$ cat config.mk
export PLATFORM = sky130hd
export DESIGN_NAME = segregation_satisfaction_stencil_unit_flat
export DESIGN_NICKNAME = d
export VERILOG_FILES = /design/src/rtl/sss_pkg.sv /design/src/rtl/sss_cell_if.sv /design/src/rtl/sss_result_if.sv /design/src/rtl/sss_queue.sv /design/src/rtl/sss_front.sv /design/src/rtl/sss_back.sv /design/src/rtl/segregation_satisfaction_stencil_unit.sv /design/src/flat_wrapper.sv
export SDC_FILE = /design/constraint.sdc
export NUM_CORES = 1
export LEC_CHECK = 0
export ABC_AREA = 1
export BUFFER_PORTS_ARGS = -buffer_cell sky130_fd_sc_hd__buf_2
export CAP_MARGIN = 10
export CORE_MARGIN = 2
export CORE_UTILIZATION = 30
export CTS_CLUSTER_SIZE = 28
export DETAILED_ROUTE_END_ITERATION = 7
export PLACE_DENSITY = 0.5
export SETUP_SLACK_MARGIN = 0.3
export SLEW_MARGIN = 0
export SYNTH_ARGS = -nofsm -noshare
export SYNTH_HDL_FRONTEND = slang
export SYNTH_SLANG_ARGS = --single-unit
$ cat constraint.sdc
create_clock -name clk -period 9.35 [get_ports clk]
set_input_delay 0.4675 -clock clk [delete_from_list [all_inputs] [get_ports clk]]
set_output_delay 0.4675 -clock clk [all_outputs]
set_load 0.01 [all_outputs]
$ cat src/rtl/sss_pkg.sv
// Shared types and constants of the segregation satisfaction stencil.
`timescale 1ns / 1ps

package sss_pkg;

    localparam int QUEUE_DEPTH  = 4;
    localparam int BUNDLE_SLOTS = 3;
    localparam int ADDR_W       = 5;
    localparam int DATA_W       = 32;

    localparam logic [2:0] REG_THRESHOLD  = 3'd0;
    localparam logic [2:0] REG_GRID_ROWS  = 3'd1;
    localparam logic [2:0] REG_BASE_INDEX = 3'd2;
    localparam logic [2:0] REG_FIRST_EVAL = 3'd3;
    localparam logic [2:0] REG_LAST_EVAL  = 3'd4;
    localparam logic [2:0] REG_MOVE_LIMIT = 3'd5;

    localparam logic [9:0]  RST_THRESHOLD  = 10'd333;
    localparam logic [6:0]  RST_GRID_ROWS  = 7'd64;
    localparam logic [15:0] RST_BASE_INDEX = 16'd0;
    localparam logic [5:0]  RST_FIRST_EVAL = 6'd0;
    localparam logic [5:0]  RST_LAST_EVAL  = 6'd63;
    localparam logic [11:0] RST_MOVE_LIMIT = 12'd2048;

    localparam logic [1:0] KIND_EMPTY   = 2'd0;
    localparam logic [1:0] KIND_INVALID = 2'd3;

    typedef struct packed {
        logic [9:0]  threshold_tenths;
        logic [6:0]  grid_rows;
        logic [15:0] base_index;
        logic [5:0]  first_eval_row;
        logic [5:0]  last_eval_row;
        logic [11:0] move_limit;
    } cfg_t;

    typedef struct packed {
        logic [15:0] cell_index;
        logic [1:0]  kind;
        logic [3:0]  same_count;
        logic [3:0]  neighbour_count;
        logic        eval;
        logic        last;
    } report_t;

    typedef struct packed {
        logic [1:0]                       count;
        report_t [BUNDLE_SLOTS-1:0]       item;
    } bundle_t;

endpackage

$ cat src/rtl/sss_cell_if.sv
// Input channel: one grid cell per transfer.
`timescale 1ns / 1ps

interface sss_cell_if;
    logic       valid;
    logic       ready;
    logic [1:0] cell_kind;

    modport source (output valid, output cell_kind, input ready);
    modport sink (input valid, input cell_kind, output ready);
endinterface

$ cat src/rtl/sss_result_if.sv
// Output channel: one evaluated cell per transfer.
`timescale 1ns / 1ps

interface sss_result_if;
    logic        valid;
    logic        ready;
    logic [15:0] cell_index;
    logic [1:0]  kind;
    logic [3:0]  same_count;
    logic [3:0]  neighbour_count;
    logic        unsatisfied;
    logic        selected_to_move;
    logic        last_of_run;

    modport source (output valid, output cell_index, output kind, output same_count,
                    output neighbour_count, output unsatisfied, output selected_to_move,
                    output last_of_run, input ready);
    modport sink (input valid, input cell_index, input kind, input same_count,
                  input neighbour_count, input unsatisfied, input selected_to_move,
                  input last_of_run, output ready);
endinterface

$ cat src/rtl/sss_queue.sv
// Short bundle queue between the stencil front end and the result back end.
`timescale 1ns / 1ps

module sss_queue (
    input  logic             clk,
    input  logic             rst_n,
    input  logic             push,
    input  sss_pkg::bundle_t push_data,
    output logic             full,
    input  logic             pop,
    output sss_pkg::bundle_t head,
    output logic             empty
);

    localparam int DEPTH = sss_pkg::QUEUE_DEPTH;
    localparam int PTR_W = (DEPTH > 1) ? $clog2(DEPTH) : 1;
    localparam int CNT_W = $clog2(DEPTH + 1);
    localparam logic [PTR_W-1:0] PTR_LAST = PTR_W'(DEPTH - 1);
    localparam logic [CNT_W-1:0] CNT_FULL = CNT_W'(DEPTH);

    sss_pkg::bundle_t entries [DEPTH];
    logic [PTR_W-1:0] wr_ptr_reg, wr_ptr_next;
    logic [PTR_W-1:0] rd_ptr_reg, rd_ptr_next;
    logic [CNT_W-1:0] count_reg, count_next;

    assign full  = (count_reg == CNT_FULL);
    assign empty = (count_reg == '0);
    assign head  = entries[rd_ptr_reg];

    always_comb
    begin
        wr_ptr_next = wr_ptr_reg;
        rd_ptr_next = rd_ptr_reg;
        count_next  = count_reg;
        if (push)
        begin
            wr_ptr_next = (wr_ptr_reg == PTR_LAST) ? '0 : PTR_W'(wr_ptr_reg + 1'b1);
        end
        if (pop)
        begin
            rd_ptr_next = (rd_ptr_reg == PTR_LAST) ? '0 : PTR_W'(rd_ptr_reg + 1'b1);
        end
        if (push && !pop)
        begin
            count_next = CNT_W'(count_reg + 1'b1);
        end
        else if (pop && !push)
        begin
            count_next = CNT_W'(count_reg - 1'b1);
        end
    end

    always_ff @(posedge clk or negedge rst_n)
    begin
        if (!rst_n)
        begin
            wr_ptr_reg <= '0;
            rd_ptr_reg <= '0;
            count_reg  <= '0;
        end
        else
        begin
            wr_ptr_reg <= wr_ptr_next;
            rd_ptr_reg <= rd_ptr_next;
            count_reg  <= count_next;
        end
    end

    always_ff @(posedge clk)
    begin
        if (push)
        begin
            entries[wr_ptr_reg] <= push_data;
        end
    end

    a_no_overflow: assert property (@(posedge clk) disable iff (!rst_n) push |-> !full)
        else $error("bundle queue written while full");
    a_no_underflow: assert property (@(posedge clk) disable iff (!rst_n) pop |-> !empty)
        else $error("bundle queue read while empty");
    a_count_bound: assert property (@(posedge clk) disable iff (!rst_n)
        count_reg <= CNT_FULL)
        else $error("bundle queue count out of range");

endmodule

$ cat src/rtl/sss_front.sv
// Front end: line store, 3x3 window and neighbour counting; issues report bundles.
`timescale 1ns / 1ps

module sss_front #(
    parameter int COLUMNS  = 32,
    parameter int MAX_ROWS = 64
) (
    input  logic             clk,
    input  logic             rst_n,
    sss_cell_if.sink         cell_stream,
    input  sss_pkg::cfg_t    cfg,
    input  logic             q_full,
    output logic             q_push,
    output sss_pkg::bundle_t q_data
);

    localparam int COL_W  = (COLUMNS > 1) ? $clog2(COLUMNS) : 1;
    localparam int ROW_W  = (MAX_ROWS > 1) ? $clog2(MAX_ROWS) : 1;
    localparam int DCOL_W = $clog2(COLUMNS + 1);
    localparam logic [COL_W-1:0]  LAST_COL  = COL_W'(COLUMNS - 1);
    localparam logic [DCOL_W-1:0] DRAIN_END = DCOL_W'(COLUMNS);
    localparam logic [DCOL_W-1:0] READ_END  = DCOL_W'(COLUMNS - 1);
    localparam logic [6:0]        ROWS_MIN  = 7'd2;
    localparam logic [6:0]        ROWS_MAX  = 7'(MAX_ROWS);

    typedef enum logic {RUN, DRAIN} state_t;

    // k2 oldest row, k0 newest row of one column
    typedef struct packed {
        logic [1:0] k2;
        logic [1:0] k1;
        logic [1:0] k0;
    } column_t;

    typedef struct packed {
        logic [1:0] cur;
        logic [1:0] prev;
    } line_word_t;

    typedef struct packed {
        logic [1:0] kind;
        logic [3:0] same;
        logic [3:0] neigh;
    } count_t;

    // upper: center in k1 with rows above and below; else center in k0, no row below
    function automatic count_t window_count(input column_t l, input column_t m,
                                            input column_t r, input logic lv,
                                            input logic rv, input logic upper,
                                            input logic topv);
        logic [7:0][1:0] nb;
        logic [7:0]      nv;
        count_t          res;
        if (upper)
        begin
            res.kind = m.k1;
            nb = {l.k2, m.k2, r.k2, l.k1, r.k1, l.k0, m.k0, r.k0};
            nv = {topv & lv, topv, topv & rv, lv, rv, lv, 1'b1, rv};
        end
        else
        begin
            res.kind = m.k0;
            nb = {l.k1, m.k1, r.k1, l.k0, r.k0, 6'b000000};
            nv = {lv, 1'b1, rv, lv, rv, 3'b000};
        end
        res.same  = '0;
        res.neigh = '0;
        for (int i = 0; i < 8; i++)
        begin
            if (nv[i])
            begin
                res.neigh = res.neigh + 4'd1;
                if (res.kind != sss_pkg::KIND_EMPTY && nb[i] == res.kind)
                begin
                    res.same = res.same + 4'd1;
                end
            end
        end
        return res;
    endfunction

    function automatic sss_pkg::report_t make_report(input count_t cnt,
                                                     input logic [ROW_W-1:0] row,
                                                     input logic [COL_W-1:0] col,
                                                     input logic last,
                                                     input sss_pkg::cfg_t cf);
        sss_pkg::report_t rep;
        rep.cell_index      = 16'(cf.base_index + 16'(row) * 16'(COLUMNS) + 16'(col));
        rep.kind            = cnt.kind;
        rep.same_count      = cnt.same;
        rep.neighbour_count = cnt.neigh;
        rep.eval            = (cnt.kind != sss_pkg::KIND_EMPTY)
                              && (6'(row) >= cf.first_eval_row)
                              && (6'(row) <= cf.last_eval_row);
        rep.last            = last;
        return rep;
    endfunction

    state_t            state_reg, state_next;
    logic [ROW_W-1:0]  in_row_reg, in_row_next;
    logic [COL_W-1:0]  in_col_reg, in_col_next;
    logic [DCOL_W-1:0] dcol_reg, dcol_next;
    logic [ROW_W-1:0]  drain_row_reg, drain_row_next;

    line_word_t        line_mem [COLUMNS];
    line_word_t        rd_word_reg;
    column_t           left_reg, mid_reg;
    column_t           right_col;

    logic [1:0]        kind_in;
    logic [6:0]        rows_eff;
    logic              fin, accept, dstep, advance;
    logic              has_row, has_col, at_last, top_ok, left_ok;
    logic              need_a, need_b, need_c;
    logic              rd_en;
    logic [COL_W-1:0]  rd_addr;
    logic [ROW_W-1:0]  row_up;
    logic [COL_W-1:0]  col_up;
    count_t            cnt_a, cnt_b, cnt_c, cnt_d;
    sss_pkg::report_t  rep_a, rep_b, rep_c, rep_d;

    assign kind_in = (cell_stream.cell_kind == sss_pkg::KIND_INVALID)
                     ? sss_pkg::KIND_EMPTY : cell_stream.cell_kind;
    assign rows_eff = (cfg.grid_rows < ROWS_MIN) ? ROWS_MIN
                      : ((cfg.grid_rows > ROWS_MAX) ? ROWS_MAX : cfg.grid_rows);
    assign fin = (7'(in_row_reg) >= (rows_eff - 7'd1));

    assign cell_stream.ready = (state_reg == RUN) && !q_full;
    assign accept  = cell_stream.ready && cell_stream.valid;
    assign dstep   = (state_reg == DRAIN) && !q_full;
    assign advance = accept || dstep;

    assign has_row = (in_row_reg != '0);
    assign has_col = (in_col_reg != '0);
    assign at_last = (in_col_reg == LAST_COL);
    assign top_ok  = (7'(in_row_reg) >= 7'd2);
    assign left_ok = (6'(in_col_reg) >= 6'd2);
    assign row_up  = ROW_W'(in_row_reg - 1'b1);
    assign col_up  = COL_W'(in_col_reg - 1'b1);

    assign right_col = (state_reg == RUN)
                       ? {rd_word_reg.prev, rd_word_reg.cur, kind_in}
                       : {sss_pkg::KIND_EMPTY, rd_word_reg.prev, rd_word_reg.cur};

    assign cnt_a = window_count(left_reg, mid_reg, right_col, left_ok, 1'b1, 1'b1, top_ok);
    assign cnt_b = window_count(left_reg, mid_reg, right_col, 1'b0, 1'b1, 1'b0, 1'b1);
    assign cnt_c = window_count(mid_reg, right_col, right_col, 1'b1, 1'b0, 1'b1, top_ok);
    assign cnt_d = window_count(left_reg, mid_reg, right_col, 1'b1,
                                dcol_reg != DRAIN_END, 1'b0, 1'b1);

    assign rep_a = make_report(cnt_a, row_up, col_up, 1'b0, cfg);
    assign rep_b = make_report(cnt_b, in_row_reg, '0, 1'b0, cfg);
    assign rep_c = make_report(cnt_c, row_up, LAST_COL, 1'b0, cfg);
    assign rep_d = make_report(cnt_d, drain_row_reg, COL_W'(dcol_reg - 1'b1),
                               dcol_reg == DRAIN_END, cfg);

    assign need_a = has_row && has_col;
    assign need_b = fin && has_row && (in_col_reg == COL_W'(1));
    assign need_c = at_last && has_row;

    always_comb
    begin
        if (state_reg == RUN)
        begin
            q_data.item[0] = rep_a;
            q_data.item[1] = need_b ? rep_b : rep_c;
            q_data.item[2] = rep_c;
            q_data.count   = 2'(need_a) + 2'(need_b) + 2'(need_c);
        end
        else
        begin
            q_data.item[0] = rep_d;
            q_data.item[1] = rep_d;
            q_data.item[2] = rep_d;
            q_data.count   = (dcol_reg >= DCOL_W'(2)) ? 2'd1 : 2'd0;
        end
    end

    assign q_push = advance && (q_data.count != 2'd0);

    // line store port: prefetch next column while running, walk the final row in drain
    always_comb
    begin
        if (state_reg == RUN)
        begin
            rd_en   = accept;
            rd_addr = at_last ? '0 : COL_W'(in_col_reg + 1'b1);
        end
        else
        begin
            rd_en   = dstep && (dcol_reg < READ_END);
            rd_addr = COL_W'(dcol_reg + 1'b1);
        end
    end

    always_comb
    begin
        state_next     = state_reg;
        in_row_next    = in_row_reg;
        in_col_next    = in_col_reg;
        dcol_next      = dcol_reg;
        drain_row_next = drain_row_reg;
        case (state_reg)
            RUN:
            begin
                if (accept)
                begin
                    if (at_last)
                    begin
                        in_col_next = '0;
                        if (fin)
                        begin
                            state_next     = DRAIN;
                            in_row_next    = '0;
                            dcol_next      = '0;
                            drain_row_next = in_row_reg;
                        end
                        else
                        begin
                            in_row_next = ROW_W'(in_row_reg + 1'b1);
                        end
                    end
                    else
                    begin
                        in_col_next = COL_W'(in_col_reg + 1'b1);
                    end
                end
            end
            DRAIN:
            begin
                if (dstep)
                begin
                    if (dcol_reg == DRAIN_END)
                    begin
                        state_next = RUN;
                        dcol_next  = '0;
                    end
                    else
                    begin
                        dcol_next = DCOL_W'(dcol_reg + 1'b1);
                    end
                end
            end
            default:
            begin
                state_next = RUN;
            end
        endcase
    end

    always_ff @(posedge clk or negedge rst_n)
    begin
        if (!rst_n)
        begin
            state_reg     <= RUN;
            in_row_reg    <= '0;
            in_col_reg    <= '0;
            dcol_reg      <= '0;
            drain_row_reg <= '0;
        end
        else
        begin
            state_reg     <= state_next;
            in_row_reg    <= in_row_next;
            in_col_reg    <= in_col_next;
            dcol_reg      <= dcol_next;
            drain_row_reg <= drain_row_next;
        end
    end

    always_ff @(posedge clk)
    begin
        if (accept)
        begin
            line_mem[in_col_reg] <= '{cur: kind_in, prev: rd_word_reg.cur};
        end
        if (rd_en)
        begin
            rd_word_reg <= line_mem[rd_addr];
        end
    end

    always_ff @(posedge clk)
    begin
        if (advance)
        begin
            left_reg <= mid_reg;
            mid_reg  <= right_col;
        end
    end

    a_drain_bound: assert property (@(posedge clk) disable iff (!rst_n)
        state_reg == DRAIN |-> dcol_reg <= DRAIN_END)
        else $error("drain column past end of row");
    a_final_drains: assert property (@(posedge clk) disable iff (!rst_n)
        accept && at_last && fin |=> state_reg == DRAIN && in_row_reg == '0)
        else $error("final cell did not start the row drain");

endmodule

$ cat src/rtl/sss_back.sv
// Back end: threshold test, move selection and the output register.
`timescale 1ns / 1ps

module sss_back (
    input  logic             clk,
    input  logic             rst_n,
    input  sss_pkg::cfg_t    cfg,
    input  logic             q_empty,
    input  sss_pkg::bundle_t q_head,
    output logic             q_pop,
    sss_result_if.source     result_stream
);

    localparam logic [13:0] SAME_SCALE = 14'd1000;

    logic [1:0]       slot_reg, slot_next;
    logic [11:0]      moved_reg, moved_next;
    logic             out_valid_reg, out_valid_next;

    logic [15:0]      cell_index_reg;
    logic [1:0]       kind_reg;
    logic [3:0]       same_reg;
    logic [3:0]       neigh_reg;
    logic             unsat_reg;
    logic             sel_reg;
    logic             last_reg;

    sss_pkg::report_t item;
    logic             load, last_slot, unsat, sel;

    assign item      = q_head.item[slot_reg];
    assign load      = !q_empty && (!out_valid_reg || result_stream.ready);
    assign last_slot = (slot_reg == 2'(q_head.count - 2'd1));
    assign q_pop     = load && last_slot;

    assign unsat = item.eval
                   && ((14'(item.same_count) * SAME_SCALE)
                       < (14'(cfg.threshold_tenths) * 14'(item.neighbour_count)));
    assign sel   = unsat && (moved_reg < cfg.move_limit);

    always_comb
    begin
        slot_next      = slot_reg;
        moved_next     = moved_reg;
        out_valid_next = out_valid_reg;
        if (load)
        begin
            out_valid_next = 1'b1;
            slot_next      = last_slot ? 2'd0 : 2'(slot_reg + 2'd1);
            if (item.last)
            begin
                moved_next = '0;
            end
            else if (sel)
            begin
                moved_next = 12'(moved_reg + 12'd1);
            end
        end
        else if (result_stream.ready)
        begin
            out_valid_next = 1'b0;
        end
    end

    always_ff @(posedge clk or negedge rst_n)
    begin
        if (!rst_n)
        begin
            slot_reg      <= '0;
            moved_reg     <= '0;
            out_valid_reg <= 1'b0;
        end
        else
        begin
            slot_reg      <= slot_next;
            moved_reg     <= moved_next;
            out_valid_reg <= out_valid_next;
        end
    end

    always_ff @(posedge clk)
    begin
        if (load)
        begin
            cell_index_reg <= item.cell_index;
            kind_reg       <= item.kind;
            same_reg       <= item.same_count;
            neigh_reg      <= item.neighbour_count;
            unsat_reg      <= unsat;
            sel_reg        <= sel;
            last_reg       <= item.last;
        end
    end

    assign result_stream.valid            = out_valid_reg;
    assign result_stream.cell_index       = cell_index_reg;
    assign result_stream.kind             = kind_reg;
    assign result_stream.same_count       = same_reg;
    assign result_stream.neighbour_count  = neigh_reg;
    assign result_stream.unsatisfied      = unsat_reg;
    assign result_stream.selected_to_move = sel_reg;
    assign result_stream.last_of_run      = last_reg;

endmodule

$ cat src/rtl/segregation_satisfaction_stencil_unit.sv
// Top level: configuration registers and the front end, queue and back end.
//
// Grid cells enter on cell_stream in raster order, COLUMNS per row, grid_rows
// rows (2..MAX_ROWS) per run; one result per cell leaves on result_stream.
// Configuration goes through the APB-style port; write only while idle.
// A cell's result is registered in the bundle queue, then in the output register,
// once the cell one row below and one column right of it is transferred; cells
// in the last column of a row report with the last cell of the row below.
// Throughput: one cell per cycle, one result per cycle, while the queue has
// room and the receiver is ready. After the final cell of a run the input stays
// not ready while the final row is read back from the line store and reported.
// The output register lets the next result be computed while one waits;
// a stalled receiver fills the four-entry bundle queue, then input ready drops.
// Reset clears counters, the queue and the output valid, and loads the
// register defaults; the line store is not cleared and need not be.
`timescale 1ns / 1ps

module segregation_satisfaction_stencil_unit #(
    parameter int COLUMNS  = 32,
    parameter int MAX_ROWS = 64
) (
    input  logic                       clk,
    input  logic                       rst_n,
    sss_cell_if.sink                   cell_stream,
    sss_result_if.source               result_stream,
    input  logic                       psel,
    input  logic                       penable,
    input  logic                       pwrite,
    input  logic [sss_pkg::ADDR_W-1:0] paddr,
    input  logic [sss_pkg::DATA_W-1:0] pwdata,
    output logic [sss_pkg::DATA_W-1:0] prdata,
    output logic                       pready
);

    sss_pkg::cfg_t    cfg_reg;
    sss_pkg::bundle_t push_data, head;
    logic             push, full, pop, empty, wr_en;
    logic [2:0]       reg_sel;

    assign pready  = 1'b1;
    assign wr_en   = psel && penable && pwrite;
    assign reg_sel = paddr[4:2];

    always_ff @(posedge clk or negedge rst_n)
    begin
        if (!rst_n)
        begin
            cfg_reg.threshold_tenths <= sss_pkg::RST_THRESHOLD;
            cfg_reg.grid_rows        <= sss_pkg::RST_GRID_ROWS;
            cfg_reg.base_index       <= sss_pkg::RST_BASE_INDEX;
            cfg_reg.first_eval_row   <= sss_pkg::RST_FIRST_EVAL;
            cfg_reg.last_eval_row    <= sss_pkg::RST_LAST_EVAL;
            cfg_reg.move_limit       <= sss_pkg::RST_MOVE_LIMIT;
        end
        else if (wr_en)
        begin
            case (reg_sel)
                sss_pkg::REG_THRESHOLD:  cfg_reg.threshold_tenths <= pwdata[9:0];
                sss_pkg::REG_GRID_ROWS:  cfg_reg.grid_rows        <= pwdata[6:0];
                sss_pkg::REG_BASE_INDEX: cfg_reg.base_index       <= pwdata[15:0];
                sss_pkg::REG_FIRST_EVAL: cfg_reg.first_eval_row   <= pwdata[5:0];
                sss_pkg::REG_LAST_EVAL:  cfg_reg.last_eval_row    <= pwdata[5:0];
                sss_pkg::REG_MOVE_LIMIT: cfg_reg.move_limit       <= pwdata[11:0];
                default: ;
            endcase
        end
    end

    always_comb
    begin
        case (reg_sel)
            sss_pkg::REG_THRESHOLD:  prdata = 32'(cfg_reg.threshold_tenths);
            sss_pkg::REG_GRID_ROWS:  prdata = 32'(cfg_reg.grid_rows);
            sss_pkg::REG_BASE_INDEX: prdata = 32'(cfg_reg.base_index);
            sss_pkg::REG_FIRST_EVAL: prdata = 32'(cfg_reg.first_eval_row);
            sss_pkg::REG_LAST_EVAL:  prdata = 32'(cfg_reg.last_eval_row);
            sss_pkg::REG_MOVE_LIMIT: prdata = 32'(cfg_reg.move_limit);
            default:                 prdata = '0;
        endcase
    end

    sss_front #(
        .COLUMNS  (COLUMNS),
        .MAX_ROWS (MAX_ROWS)
    ) u_front (
        .clk         (clk),
        .rst_n       (rst_n),
        .cell_stream (cell_stream),
        .cfg         (cfg_reg),
        .q_full      (full),
        .q_push      (push),
        .q_data      (push_data)
    );

    sss_queue u_queue (
        .clk       (clk),
        .rst_n     (rst_n),
        .push      (push),
        .push_data (push_data),
        .full      (full),
        .pop       (pop),
        .head      (head),
        .empty     (empty)
    );

    sss_back u_back (
        .clk           (clk),
        .rst_n         (rst_n),
        .cfg           (cfg_reg),
        .q_empty       (empty),
        .q_head        (head),
        .q_pop         (pop),
        .result_stream (result_stream)
    );

endmodule

$ cat src/flat_wrapper.sv
// flat-port wrapper written by rule: the top's interface ports become plain ports
module segregation_satisfaction_stencil_unit_flat 
#(
    parameter int COLUMNS  = 32,
    parameter int MAX_ROWS = 64
)
  (clk, rst_n, psel, penable, pwrite, paddr, pwdata, prdata, pready, cell_stream_valid, cell_stream_cell_kind, cell_stream_ready, result_stream_valid, result_stream_cell_index, result_stream_kind, result_stream_same_count, result_stream_neighbour_count, result_stream_unsatisfied, result_stream_selected_to_move, result_stream_last_of_run, result_stream_ready);
  sss_cell_if cell_stream_i ();
  sss_result_if result_stream_i ();
  input  logic clk;
  input  logic rst_n;
  input  logic psel;
  input  logic penable;
  input  logic pwrite;
  input  logic [sss_pkg::ADDR_W-1:0] paddr;
  input  logic [sss_pkg::DATA_W-1:0] pwdata;
  output logic [sss_pkg::DATA_W-1:0] prdata;
  output logic pready;
  input wire logic [$bits(cell_stream_i.valid)-1:0] cell_stream_valid;
  input wire logic [$bits(cell_stream_i.cell_kind)-1:0] cell_stream_cell_kind;
  output wire logic [$bits(cell_stream_i.ready)-1:0] cell_stream_ready;
  output wire logic [$bits(result_stream_i.valid)-1:0] result_stream_valid;
  output wire logic [$bits(result_stream_i.cell_index)-1:0] result_stream_cell_index;
  output wire logic [$bits(result_stream_i.kind)-1:0] result_stream_kind;
  output wire logic [$bits(result_stream_i.same_count)-1:0] result_stream_same_count;
  output wire logic [$bits(result_stream_i.neighbour_count)-1:0] result_stream_neighbour_count;
  output wire logic [$bits(result_stream_i.unsatisfied)-1:0] result_stream_unsatisfied;
  output wire logic [$bits(result_stream_i.selected_to_move)-1:0] result_stream_selected_to_move;
  output wire logic [$bits(result_stream_i.last_of_run)-1:0] result_stream_last_of_run;
  input wire logic [$bits(result_stream_i.ready)-1:0] result_stream_ready;
  assign cell_stream_i.valid = cell_stream_valid;
  assign cell_stream_i.cell_kind = cell_stream_cell_kind;
  assign cell_stream_ready = cell_stream_i.ready;
  assign result_stream_valid = result_stream_i.valid;
  assign result_stream_cell_index = result_stream_i.cell_index;
  assign result_stream_kind = result_stream_i.kind;
  assign result_stream_same_count = result_stream_i.same_count;
  assign result_stream_neighbour_count = result_stream_i.neighbour_count;
  assign result_stream_unsatisfied = result_stream_i.unsatisfied;
  assign result_stream_selected_to_move = result_stream_i.selected_to_move;
  assign result_stream_last_of_run = result_stream_i.last_of_run;
  assign result_stream_i.ready = result_stream_ready;
  segregation_satisfaction_stencil_unit #(.COLUMNS(COLUMNS), .MAX_ROWS(MAX_ROWS)) u_core (.clk(clk), .rst_n(rst_n), .cell_stream(cell_stream_i), .result_stream(result_stream_i), .psel(psel), .penable(penable), .pwrite(pwrite), .paddr(paddr), .pwdata(pwdata), .prdata(prdata), .pready(pready));
endmodule
==> results of run 1 <==
-- worst max-delay path: cells and delay by family, from the launching register on --
family	cells	cell delay (ns)
AOI/OAI and AO/OA	11	1.97
adders and majority gates	4	1.71
and+or+nand+nor	8	1.36
buffers and inverters	5	1.13
DFF	1	0.71
xor gates and xnor gates	1	0.14
-- cell usage in the layout, fill, tap and decap left out, types with 80 or more instances in the layout --
master / synthesis / final
a21oi_1: 81 / 80
edfxtp_1: 493 / 493
nand3_1: 119 / 119
ha_1: 165 / 165
dfrtp_1: 90 / 87
nand2_1: 499 / 498
o21ai_0: 384 / 384
inv_1: 311 / 311
o22ai_1: 93 / 93
nor2_1: 397 / 389
-- cells by family (layout without fill, tap and decap cells) --
group | after synthesis | in the layout
buf+inv | 469 | 563
xor+xnor | 99 | 99
compound gates | 702 | 702
simple gates | 1123 | 1123
other cells | 2 | 19
mux | 4 | 4
fa+ha+maj | 194 | 194
flops | 596 | 596
-- synth_stat cells, drive strengths merged, types with 14 or more instances --
cell type,n,area [µm²]
nand4,29,196
ha,165,2060
clkbuf,90,339
nand2,517,2020
inv,326,1230
nand3,125,671
o221ai,26,228
o21ai,407,2060
dfrtp,90,2250
o22ai,93,582
nor2,408,1580
o21a,14,105
edfxtp,493,14800
xnor2,23,201
a21oi,82,414
xor2,76,726
fa,29,581
nor3,21,121
buf,51,337
o211ai,19,143
-- how the worst max path moves through the flow --
stage / cells after the start / end / start / slack, ns
after floorplan: 20 / u_core.u_queue.entries[0][10]$_DFFE_PP_ / u_core.cfg_reg[46]$_DFFE_PN1P_ / 2.35
final: 29 / u_core.u_back.moved_reg[5]$_DFFE_PN0P_ / u_core.u_queue.rd_ptr_reg[1]$_DFFE_PN0P_ / 2.17
after global placement: 29 / u_core.u_back.moved_reg[5]$_DFFE_PN0P_ / u_core.u_queue.rd_ptr_reg[1]$_DFFE_PN0P_ / 2.12
after detailed placement: 29 / u_core.u_back.moved_reg[11]$_DFFE_PN0P_ / u_core.u_queue.rd_ptr_reg[1]$_DFFE_PN0P_ / 2.12
after CTS: 29 / u_core.u_back.moved_reg[11]$_DFFE_PN0P_ / u_core.u_queue.rd_ptr_reg[1]$_DFFE_PN0P_ / 2.08
after global routing: 29 / u_core.u_back.moved_reg[3]$_DFFE_PN0P_ / u_core.u_queue.rd_ptr_reg[0]$_DFFE_PN0P_ / 1.52
-- through the flow --
stage | cells | cell area (µm²) | utilization
2_1_floorplan | 3204 | 31800 | -
3_3_place_gp | 4554 | 33500 | 0.319
3_5_place_dp | 4554 | 33500 | 0.319
4_1_cts | 4689 | 35900 | 0.341
5_1_grt | 4689 | 35900 | 0.341
6_report | 4691 | 35900 | 0.341
-- layout make-up --
type | count | area, µm²
multi-input cells | 2139 | 12500
diodes | 2 | 5.00
repair buffers | 101 | 578
fillers | 10800 | 69300
clock buffers | 94 | 1990
clock inverters | 40 | 377
inverters | 328 | 1240
well taps | 1391 | 1740
flip-flops and latches | 596 | 17400
-- metal layers --
metal	part of all wire	wire [µm]	GRT usage
met2	0.45	38100	0.246
met3	0.044	3720	0.0231
met5	0	0	0
met4	0.028	2440	0.0510
met1	0.48	41300	0.223
==> flow_summary_export.csv, run 1 <==
group,metric,value,unit
status,status,"finished clean",
placement,globalplace.congestion,0.846,
timing,finClkSkew,0.0322,ns
die,core_area,105000,µm²
die,die_y,329,µm
job,cap_violations,0,
timing,finalSetupTns,0,ns
detailed_routing,drcViolationCount,0,
clock_network,cts_root_buffer,"clkbuf_16",
min_path,min_path_type,"in -> reg",
min_path,hold_end,"u_core.cfg_reg[6]$_DFFE_PN0P_",
grt,grt_use_total,0.157,
worst_setup_path,crit_slowest_cell,"dfrtp_2",
finish,finalNetCount,3478,
synth,synth-seq-area-share,0.548,
clock_network,htree_levels,3,
clock_network,path_clk_slew,0.06,ns
grt,grt_pass1_vias,21600,
die,die_area,108000,µm²
timing,min_period,7.18,ns
min_path,holdPathStages,3,
placement,hpwl,57100,µm
timing,min_period_over_period,0.768,
worst_setup_path,worstPathRequired,9.85,ns
clock_network,cts_setup_buffers,0,
detailed_routing,ant_nets,0,
die,die_w,329,µm
detailed_routing,num_vias,22500,
placement,io_buffers,74,
worst_setup_path,timing.rr.start,"u_core.u_queue.rd_ptr_reg[1]$_DFFE_PN0P_",
finish,syn_to_final_growth,13.0,%
die,ioPinCount,110,
clock_network,cts_buffer_depth,3,
worst_setup_path,cp_max_fo,56,
grt,antenna_found_initial,0,
synth,synth_xor_area_frac,0.0292,
clock_network,ctsHoldBuffers,1,
timing,tightest_slew,1.10,ns
clock_network,clkSinkCount,596,
synth,synth_edf_count,493,
timing,fin_ws,2.17,ns
placement,dp_slack,2.12,ns
synth,synth_cells,3189,
worst_setup_path,path_class,"reg -> reg",
timing,finalMaxSlewViolations,0,
timing,setup_viol,0,
min_path,worstHoldStart,"pwdata[6]",
synth,netlist_area,31700,µm²
detailed_routing,viasPerCell,4.79,
worst_setup_path,end_kind,"flop",
grt,grt_max_degree,101,
worst_setup_path,r2r_slack,2.17,ns
clock_network,insertion_delay,0.64,ns
grt,grt-ovfl-total,0,
die,initial_core_util,0.302,
synth,postSynthAreaPerCell,9.95,µm²
timing,holdWs,0.0637,ns
finish,drive_gt1_frac,0.0937,
finish,largest_reg_flops,320,
detailed_routing,wl_per_cell,18.2,µm
synth,synth_warnings,0,
detailed_routing,first_iter_violations,1591,
worst_setup_path,start_kind,"flop",
worst_setup_path,reg2regPathDepth,29,
worst_setup_path,cp_common_cell,"nand2_1",
clock_network,cts_tree,"done",
worst_setup_path,cp.arrival,7.68,ns
clock_network,cts_resized,0,
worst_setup_path,slowest_delay,0.71,ns
timing,fmax,0.139,GHz
synth,synthFlopType,"edfxtp_1",
clock_network,cts_buffers,72,
synth,synth_compound_area_frac,0.127,
die,num_rows,119,
timing,hold_viol_final,0,
synth,synthSimpleGateAreaFrac,0.150,
synth,yosysUniqueCellTypes,73,
synth,synthAdderAreaFrac,0.0834,
synth,synth_mux_area_frac,0.00138,
timing,slew_headroom,0.262,
synth,synth_seq_cells,596,
detailed_routing,drt_pass1_iterations,5,
timing,rsz0062_at_grt,"false",
synth,synth_top_family_by_area,"simple AND/OR/NAND/NOR gates",
worst_setup_path,r2r_end,"u_core.u_back.moved_reg[5]$_DFFE_PN0P_",
synth,async_reset_ff_frac,0.173,
detailed_routing,wl,85600,µm
grt,grt_first_pass_wirelength,131000,µm
Power of run 1 is not shown: default switching activity piles up to over one toggle a cycle in this logic, so the estimate is an artifact.
==> run 2, diff against run 1 <==
clock period = 7.28 ns   (was 9.35 ns; I/O delays follow)
==> flow_summary_export.csv, run 2 (synthesis gave the netlist of run 1 again) <==
group,metric,value,unit
status,status,"finished clean",
timing,finalMaxSlewViolations,0,
timing,min_period_over_period,0.877,
worst_setup_path,path_buf_inv,4,
detailed_routing,num_vias,22900,
grt,grt_pass1_vias,21900,
die,die_area,108000,µm²
finish,final_common_cell,"nand2_1",
finish,multi_input_comb_area,12500,µm²
timing,hold_viol_final,0,
worst_setup_path,slowest_delay,0.61,ns
grt,antenna_found_initial,0,
finish,largest_reg_flops,320,
die,initial_core_util,0.302,
finish,final_cell_mix,"nand2_1 (498), edfxtp_1 (493), nor2_1 (389)",
placement,io_buffers,74,
worst_setup_path,cp.arrival,6.88,ns
worst_setup_path,worstPathRequired,7.77,ns
worst_setup_path,path_class,"reg -> reg",
timing,finalSetupTns,0,ns
finish,drive_gt1_frac,0.0979,
min_path,min_path_type,"in -> reg",
worst_setup_path,critPathTopFamily,"compound AO/OA/AOI/OAI gates",
timing,tightest_slew,1.08,ns
placement,hpwl,58400,µm
clock_network,clkSinkCount,596,
detailed_routing,wl_per_cell,18.5,µm
worst_setup_path,cp_max_fo,43,
detailed_routing,first_iter_violations,1693,
finish,n_fill_cell,10800,
timing,slew_headroom,0.280,
die,ioPinCount,110,
grt,grt-ovfl-total,0,
worst_setup_path,end_kind,"flop",
detailed_routing,viasPerCell,4.85,
finish,antenna_cells,0,
worst_setup_path,start_kind,"flop",
finish,syn_to_final_growth,14.1,%
grt,grt_use_total,0.159,
timing,rsz0062_at_grt,"false",
worst_setup_path,crit_slowest_cell,"dfrtp_4",
finish,regArea,17400,µm²
placement,globalplace.congestion,0.881,
finish,finalNetCount,3505,
timing,fmax,0.157,GHz
die,die_w,329,µm
job,cap_violations,0,
grt,grt_max_degree,83,
clock_network,cts_resized,0,
detailed_routing,wl,87000,µm
clock_network,cts_buffer_depth,3,
clock_network,path_clk_slew,0.06,ns
clock_network,cts_tree,"done",
timing,finClkSkew,0.0318,ns
clock_network,htree_levels,3,
detailed_routing,drt_pass1_iterations,5,
die,die_y,329,µm
detailed_routing,ant_nets,0,
clock_network,insertion_delay,0.64,ns
die,num_rows,119,
detailed_routing,drcViolationCount,0,
timing,min_period,6.38,ns
grt,grt_first_pass_wirelength,133000,µm
timing,setup_viol,0,
clock_network,cts_root_buffer,"clkbuf_16",
worst_setup_path,cp_common_cell,"nand2_1",
die,core_area,105000,µm²
clock_network,cts_buffers,70,
-- run 2: cell count changes in the layout (fill, tap and decap cells not counted), sizes merged --
cell	before	now
bufinv	5	9
dlygate4sd3	1	12
clkinv	29	23
inv	331	329
buf	100	117
diode	2	0
clkinvlp	3	1
-- run 2: cell type report --
class	count	area share
well taps	1391	0.0481
flip-flops and latches	596	0.481
clock buffers	93	0.0528
clock inverters	34	0.0132
repair buffers	130	0.0246
inverters	328	0.0344
multi-input cells	2139	0.346
-- run 2: final timing paths --
path                                                          start                                      end  slack (ns)  cells past startpoint
max                        u_core.u_queue.rd_ptr_reg[0]$_DFFE_PN0P_  u_core.u_back.moved_reg[10]$_DFFE_PN0P_        0.90                     29
min                                                      pwdata[15]           u_core.cfg_reg[39]$_DFFE_PN0P_        0.03                      3
max reg2reg                u_core.u_queue.rd_ptr_reg[0]$_DFFE_PN0P_  u_core.u_back.moved_reg[10]$_DFFE_PN0P_        0.90                     29
min reg2reg                     u_core.u_front.mid_reg[4]$_DFFE_PP_     u_core.u_front.left_reg[4]$_DFFE_PP_        0.50                      0
max in group asynchronous                                     rst_n            u_core.cfg_reg[1]$_DFFE_PN0P_        5.69                      3
min in group asynchronous                                     rst_n           u_core.cfg_reg[54]$_DFFE_PN0P_        0.34                      2
-- run 2: tightest hold or removal path: stages --
cell,delay (ns)
buf_2,0.09
nor2_1,0.04
a21oi_1,0.11
-- run 2: what timing repair did --
action	4_1_cts	5_1_grt
endpoints found under the hold margin	53	0
setup endpoints to repair	0	12
hold buffers	12	0
buffers inserted	0	1
-- run 2: metal layers --
layer  vias to the layer above  global-route usage  share of wire
li1                      11200                   -              -
met4                         0              0.0392          0.021
met1                     11100               0.228           0.48
met2                       483               0.256           0.46
met5                         -                   0              0
met3                       103              0.0193          0.040
-- run 2: per-stage QoR --
| stage | worst slack, ns | util | std cells | area [µm²] | hold slack (ns) |
|---|---|---|---|---|---|
| after floorplan | 0.278 | - | 3204 | 31800 | 0.0684 |
| after global placement | 0.693 | 0.320 | 4571 | 33700 | 0.453 |
| after detailed placement | 0.696 | 0.320 | 4571 | 33700 | 0.456 |
| after CTS | 0.661 | 0.344 | 4710 | 36200 | 0.000519 |
| after global routing | 0.317 | 0.344 | 4711 | 36200 | 0.0356 |
| final | 0.897 | 0.344 | 4711 | 36200 | 0.0343 |
Power of run 2 is left out for the same reason.
